===== src/rtl/core/cht_pkg.sv =====
// ----------------------------------------------------------------------------
// cht_pkg
// Shared constants and types for the coalesced hash table.
// ----------------------------------------------------------------------------
package cht_pkg;

    localparam int TABLE_SLOTS = 8;
    localparam int IDX_W       = (TABLE_SLOTS > 1) ? $clog2(TABLE_SLOTS) : 1;
    localparam int KEY_W       = 31;
    localparam int STATUS_W    = 3;
    localparam int SLOT_OUT_W  = 10;

    localparam logic CMD_INSERT = 1'b0;
    localparam logic CMD_FIND   = 1'b1;

    localparam logic [STATUS_W-1:0] ST_INSERTED  = 3'd0;
    localparam logic [STATUS_W-1:0] ST_DUPLICATE = 3'd1;
    localparam logic [STATUS_W-1:0] ST_FULL      = 3'd2;
    localparam logic [STATUS_W-1:0] ST_FOUND     = 3'd3;
    localparam logic [STATUS_W-1:0] ST_NOT_FOUND = 3'd4;

    typedef struct packed {
        logic             key_we;
        logic [IDX_W-1:0] key_addr;
        logic [KEY_W-1:0] key_data;
        logic             link_we;
        logic [IDX_W-1:0] link_addr;
        logic [IDX_W-1:0] link_data;
    } store_wr_t;

    typedef struct packed {
        logic             used;
        logic             link_valid;
        logic [IDX_W-1:0] link;
        logic [KEY_W-1:0] key;
    } store_rd_t;

    typedef struct packed {
        logic                valid;
        logic [STATUS_W-1:0] status;
        logic [IDX_W-1:0]    slot;
    } seq_res_t;

endpackage


===== src/rtl/core/cht_store.sv =====
// ----------------------------------------------------------------------------
// cht_store
// Slot storage: keys, used marks and chain links, one read port.
// ----------------------------------------------------------------------------
module cht_store
    import cht_pkg::*;
(
    input  logic             clk,
    input  logic             rst_n,
    input  logic [IDX_W-1:0] rd_addr,
    output store_rd_t        rd,
    input  store_wr_t        wr
);

    logic [KEY_W-1:0]       keys_reg [TABLE_SLOTS];
    logic [IDX_W-1:0]       link_reg [TABLE_SLOTS];
    logic [TABLE_SLOTS-1:0] used_reg;
    logic [TABLE_SLOTS-1:0] link_valid_reg;

    always_ff @(posedge clk or negedge rst_n)
    begin
        if (!rst_n)
        begin
            used_reg       <= '0;
            link_valid_reg <= '0;
        end
        else
        begin
            if (wr.key_we)
            begin
                used_reg[wr.key_addr] <= 1'b1;
            end
            if (wr.link_we)
            begin
                link_valid_reg[wr.link_addr] <= 1'b1;
            end
        end
    end

    always_ff @(posedge clk)
    begin
        if (wr.key_we)
        begin
            keys_reg[wr.key_addr] <= wr.key_data;
        end
        if (wr.link_we)
        begin
            link_reg[wr.link_addr] <= wr.link_data;
        end
    end

    always_comb
    begin
        rd.used       = used_reg[rd_addr];
        rd.link_valid = link_valid_reg[rd_addr];
        rd.link       = link_reg[rd_addr];
        rd.key        = keys_reg[rd_addr];
    end

endmodule


===== src/rtl/core/cht_seq.sv =====
// ----------------------------------------------------------------------------
// cht_seq
// Sequencer: chain walk and linear probe, one slot per cycle, shared
// key comparator and slot cursor.
// ----------------------------------------------------------------------------
module cht_seq
    import cht_pkg::*;
(
    input  logic             clk,
    input  logic             rst_n,
    input  logic             start,
    input  logic             command,
    input  logic [KEY_W-1:0] key,
    output logic             busy,
    output logic [IDX_W-1:0] rd_addr,
    input  store_rd_t        rd,
    output store_wr_t        wr,
    output seq_res_t         res
);

    localparam logic [1:0] S_IDLE  = 2'd0;
    localparam logic [1:0] S_CHAIN = 2'd1;
    localparam logic [1:0] S_PROBE = 2'd2;
    localparam logic [1:0] S_FIND  = 2'd3;

    localparam logic [IDX_W-1:0] LAST_SLOT = IDX_W'(TABLE_SLOTS - 1);

    logic [1:0]       state_reg, state_next;
    logic [IDX_W-1:0] cur_reg, cur_next;
    logic [IDX_W-1:0] last_reg, last_next;
    logic [IDX_W-1:0] cnt_reg, cnt_next;
    logic [KEY_W-1:0] key_reg, key_next;

    logic             key_eq;
    logic [IDX_W-1:0] cur_inc;

    assign key_eq  = (rd.key == key_reg);
    assign cur_inc = (cur_reg == LAST_SLOT) ? '0 : cur_reg + 1'b1;
    assign busy    = (state_reg != S_IDLE);
    assign rd_addr = cur_reg;

    always_comb
    begin
        state_next = state_reg;
        cur_next   = cur_reg;
        last_next  = last_reg;
        cnt_next   = cnt_reg;
        key_next   = key_reg;
        wr         = '0;
        wr.key_addr  = cur_reg;
        wr.key_data  = key_reg;
        wr.link_addr = last_reg;
        wr.link_data = cur_reg;
        res        = '0;
        res.slot   = cur_reg;
        case (state_reg)
            S_IDLE:
            begin
                if (start)
                begin
                    key_next   = key;
                    cur_next   = IDX_W'(key % KEY_W'(TABLE_SLOTS));
                    state_next = (command == CMD_FIND) ? S_FIND : S_CHAIN;
                end
            end
            S_CHAIN:
            begin
                if (!rd.used)
                begin
                    wr.key_we  = 1'b1;
                    res.valid  = 1'b1;
                    res.status = ST_INSERTED;
                    state_next = S_IDLE;
                end
                else if (key_eq)
                begin
                    res.valid  = 1'b1;
                    res.status = ST_DUPLICATE;
                    res.slot   = '0;
                    state_next = S_IDLE;
                end
                else if (rd.link_valid)
                begin
                    cur_next = rd.link;
                end
                else
                begin
                    last_next  = cur_reg;
                    cur_next   = cur_inc;
                    cnt_next   = IDX_W'(1);
                    state_next = S_PROBE;
                end
            end
            S_PROBE:
            begin
                if (!rd.used)
                begin
                    wr.key_we  = 1'b1;
                    wr.link_we = 1'b1;
                    res.valid  = 1'b1;
                    res.status = ST_INSERTED;
                    state_next = S_IDLE;
                end
                else if (cnt_reg == LAST_SLOT)
                begin
                    res.valid  = 1'b1;
                    res.status = ST_FULL;
                    res.slot   = '0;
                    state_next = S_IDLE;
                end
                else
                begin
                    cur_next = cur_inc;
                    cnt_next = cnt_reg + 1'b1;
                end
            end
            S_FIND:
            begin
                if (rd.used && key_eq)
                begin
                    res.valid  = 1'b1;
                    res.status = ST_FOUND;
                    state_next = S_IDLE;
                end
                else if (rd.used && rd.link_valid)
                begin
                    cur_next = rd.link;
                end
                else
                begin
                    res.valid  = 1'b1;
                    res.status = ST_NOT_FOUND;
                    res.slot   = '0;
                    state_next = S_IDLE;
                end
            end
            default:
            begin
                state_next = S_IDLE;
            end
        endcase
    end

    always_ff @(posedge clk or negedge rst_n)
    begin
        if (!rst_n)
        begin
            state_reg <= S_IDLE;
        end
        else
        begin
            state_reg <= state_next;
        end
    end

    always_ff @(posedge clk)
    begin
        cur_reg  <= cur_next;
        last_reg <= last_next;
        cnt_reg  <= cnt_next;
        key_reg  <= key_next;
    end

    a_res_then_idle: assert property (@(posedge clk) disable iff (!rst_n)
        res.valid |=> state_reg == S_IDLE)
        else $error("sequencer did not return to idle after a result");

    a_no_res_in_idle: assert property (@(posedge clk) disable iff (!rst_n)
        res.valid |-> state_reg != S_IDLE)
        else $error("result raised while idle");

    a_link_with_key: assert property (@(posedge clk) disable iff (!rst_n)
        wr.link_we |-> wr.key_we && wr.link_addr != wr.key_addr)
        else $error("link written without a key write or onto itself");

    a_insert_writes: assert property (@(posedge clk) disable iff (!rst_n)
        res.valid && res.status == ST_INSERTED |-> wr.key_we && !rd.used)
        else $error("insert reported without storing into a free slot");

    a_write_needs_result: assert property (@(posedge clk) disable iff (!rst_n)
        wr.key_we |-> res.valid && res.status == ST_INSERTED)
        else $error("key stored without an insert result");

endmodule


===== src/rtl/core/coalesced_hash_table_top.sv =====
// ----------------------------------------------------------------------------
// coalesced_hash_table_top
// Coalesced-chaining hash table with insert and find commands.
// ----------------------------------------------------------------------------
// A command is taken when start is high and busy is low. The sequencer visits
// one slot per cycle through a single read port on the slot store: an insert
// stops at an empty home slot, otherwise it walks the chain, checking for a
// duplicate, and then probes linearly for a free slot; a find walks the chain
// only. The result appears in the cycle after the last visit on status and
// slot_index with done high for exactly one cycle; the receiver cannot stall,
// and a new command may be started while done is high.
// ----------------------------------------------------------------------------
module coalesced_hash_table_top
    import cht_pkg::*;
(
    input  logic                  clk,
    input  logic                  rst_n,
    input  logic                  start,
    output logic                  busy,
    input  logic                  command,
    input  logic [KEY_W-1:0]      key,
    output logic                  done,
    output logic [STATUS_W-1:0]   status,
    output logic [SLOT_OUT_W-1:0] slot_index
);

    logic [IDX_W-1:0] rd_addr;
    store_rd_t        rd;
    store_wr_t        wr;
    seq_res_t         res;

    logic                  done_reg;
    logic [STATUS_W-1:0]   status_reg;
    logic [SLOT_OUT_W-1:0] slot_index_reg;

    cht_store u_store (
        .clk     (clk),
        .rst_n   (rst_n),
        .rd_addr (rd_addr),
        .rd      (rd),
        .wr      (wr)
    );

    cht_seq u_seq (
        .clk     (clk),
        .rst_n   (rst_n),
        .start   (start),
        .command (command),
        .key     (key),
        .busy    (busy),
        .rd_addr (rd_addr),
        .rd      (rd),
        .wr      (wr),
        .res     (res)
    );

    always_ff @(posedge clk or negedge rst_n)
    begin
        if (!rst_n)
        begin
            done_reg <= 1'b0;
        end
        else
        begin
            done_reg <= res.valid;
        end
    end

    always_ff @(posedge clk)
    begin
        if (res.valid)
        begin
            status_reg     <= res.status;
            slot_index_reg <= SLOT_OUT_W'(res.slot);
        end
    end

    assign done       = done_reg;
    assign status     = status_reg;
    assign slot_index = slot_index_reg;

endmodule


===== config.mk =====
export PLATFORM = sky130hd
export DESIGN_NAME = coalesced_hash_table_top
export DESIGN_NICKNAME = d
export VERILOG_FILES = /design/src/rtl/core/cht_pkg.sv /design/src/rtl/core/cht_store.sv /design/src/rtl/core/cht_seq.sv /design/src/rtl/core/coalesced_hash_table_top.sv
export SDC_FILE = /design/constraint.sdc
export NUM_CORES = 1
export LEC_CHECK = 0
export BUFFER_PORTS_ARGS = -buffer_cell sky130_fd_sc_hd__buf_4
export CORE_UTILIZATION = 42
export DETAILED_ROUTE_END_ITERATION = 6
export HOLD_SLACK_MARGIN = 0.12
export SETUP_SLACK_MARGIN = 0.1
export SLEW_MARGIN = 20
export SYNTH_ARGS = -nofsm -noshare
export SYNTH_HDL_FRONTEND = slang
export SYNTH_HIERARCHICAL = 1
export SYNTH_SLANG_ARGS = --single-unit

===== constraint.sdc =====
create_clock -name clk -period 15.88 [get_ports clk]
set_input_delay 0.794 -clock clk [delete_from_list [all_inputs] [get_ports clk]]
set_output_delay 0.794 -clock clk [all_outputs]
set_load 0.005 [all_outputs]

==> metrics.txt <==
unrepaired setup endpoints after global routing=false; synthesized area per cell=20.9 µm²; sequential share of the synthesized area=72.6%; Vert. Die Dim=~180 µm; Placeable Area=0.0325 mm²; GPL Wtd Cong=roughly 0.82; Power Density=181 mW/mm²; die area=0.0336 mm²; global route overflow=0; TritonCTS Buffers=36; clock buffer depth=3; GR Util All Layers=roughly 16%; DP Wirelength=about 14 mm; Initial Util=42.5%; H-tree levels=2; crit-path max cell delay=a little under 0.9 ns; post-CTS sizing=0; worst hold slack=approximately 0.16 ns; Final Setup Violations=0; Synth Warn #=6; transition time of the tightest slew-check pin=between 1 and 1.5 ns; crit path buf inv count=2; Synth Register Bits=between 300 and 400; Slew HR=between 30 and 40%; MaxCap Viol Count=0; Setup WS post-layout=roughly 11 ns; Top Family by Delay on Critical Path=buffers and inverters; critical path endpoint category=flop; CTS root buffer=clkbuf_16; clock skew=about 0.026 ns; CP Launch Type=flop; Post-synth EDFFs=~320; Peak VDD IR=0.154 mV; Reg clk slew, reported paths=~0.06 ns; hold buffer count at cts=0; detailed-route wire length=around 26 mm; first-pass GRT wire length=39.3 mm; max-slew violations=0; Post-Syn Area=around 0.014 mm²; period utilization=between 20% and 30%; critical-path cell list=buf_4 > buf_4 > mux4_1 > mux2_2 > xor2_1 > nor4_1 > nand4_1 > nor2_2 > o31a_1; first-pass iteration count of the detailed router=5; final core utilization=about half; Final Hold Fails=0; total number of vias=roughly 6300; crit path max fanout=66; Tmin final=about 4.6 ns; Crit Reg-Reg Startpoint=u_seq/rd_addr[0]; Worst EP arrival=between 4 and 5 ns; Max Freq=216 MHz; Setup Fix Bufs, Post-CTS=0; IO buf count=42; initial antenna violation count=1; Post-Layout Cell Count=approximately 1200; vias in the first global route=approximately 6700; Worst Reg-to-Reg Cells=9; P_leak=roughly 5.4 nW; most frequent cells in the layout=edfxtp_1, mux4_1, buf_4, clkbuf_16, mux2_2; Synth async-reset ratio=5.64%; Rows=66; # diodes=0; placed instance area=between 0.01 and 0.015 mm²; Post-DRT Antenna Nets=0; most frequent cell on the critical path=buf_4; Die X=about 180 µm; post-route cell area=about 0.016 mm²; commonest non-fill, non-tap cell in the layout=edfxtp_1; Worst Path Required=16.05 ns; Crit Path Category=reg2reg; Vias/cell=5.31; dpl ws=between 10 and 15 ns; layout cells sized above 1=22.8%; setup_tns=0 ns; Critical Path Stages=9; mean routed wirelength per cell=between 20 and 25 µm; max reg flops=about 250; dpl cells=about 1100; top_reg_cell synth=edfxtp_1; final net count=between 700 and 800; area grow syn2layout=14.1%; slowest cell on the critical path=buf_4; outcome=complete, no violations; hold crit path type=in2async; CTS tree=done; worst setup path start=u_seq/rd_addr[0]; DRC viols=0; largest net degree at the start of global routing=67; clock sink count=between 300 and 400; # IOs=50; Skew-Pair Late Insertion Delay=0.52 ns; PnR Total Power=~2.9 mW; Post-Synthesis Cells=660; initial DRC count=426; Synth cell types=48
## cells in the mapped netlist, types with 8 or more instances
library cell,instances,share of area (%)
clkbuf_1,10,0.27
nor3_1,8,0.29
edfxtp_1,318,69
dfrtp_1,19,3.4
buf_6,8,0.65
mux4_1,71,14
nor2_1,9,0.24
mux2_2,36,2.9
inv_1,13,0.35
xor2_1,31,2.0
nand2_1,16,0.44
ha_1,9,0.82
a41o_1,8,0.58
buf_4,14,0.76
## worst register-to-register path, delay by kind of cell, from the launching register on
| family | cells | cell delay [ns] |
|---|---|---|
| AO/OA/AOI/OAI | 1 | 0.35 |
| multiplexers | 2 | 0.97 |
| buffers and inverters | 2 | 1.29 |
| XOR/XNOR | 1 | 0.15 |
| AND/OR/NAND/NOR | 3 | 1.24 |
| flip-flops | 1 | 0.32 |
## report_power, final
part           leakage (nW)  internal, mW  total [mW]  switching, mW
logic                  1.70         0.379       0.832          0.452
clock network         0.553         0.467       0.793          0.326
registers              3.10          1.16        1.23         0.0689
## routing by layer
metal	share of wire, %	track usage (%)	vias to the layer above
li1	-	-	2850
met1	44	20.7	3273
met2	50	26.5	143
met3	4.3	3.00	35
met4	1.5	3.93	0
met5	0	0	-
## worst paths after layout
kind	end	slack [ns]
setup / recovery	status[1]	11.24
hold / removal	u_store/used_reg[0]	0.16
setup reg to reg	status[1]	11.24
hold reg to reg	u_store/link_valid_reg[1]	0.46
max in group asynchronous	u_store/used_reg[6]	15.48
min in group clk	u_seq/key_reg[28]	0.45
## layout make-up
class	instances	area (µm²)
Inverter	13	48.8
Tap cell	442	553
Clock buffer	48	977
Fill cell	2645	16700
Multi-Input combinational cell	272	3530
Timing Repair Buffer	57	460
Clock inverter	17	146
Sequential cell	337	10000
## kinds of logic (layout without fill, tap and decap cells)
logic type | after synthesis | after routing | share of synthesized area, %
buffers and inverters | 57 | 135 | 2.41
other | 1 | 7 | 0.0272
AOI/OAI and AO/OA | 40 | 40 | 2.19
adders and majority gates | 9 | 9 | 0.816
and+or+nand+nor | 77 | 77 | 3.34
DFF | 337 | 337 | 72.6
muxes | 108 | 108 | 16.6
xor gates and xnor gates | 31 | 31 | 1.97
Note: power is estimated with default switching activity, not from simulation.
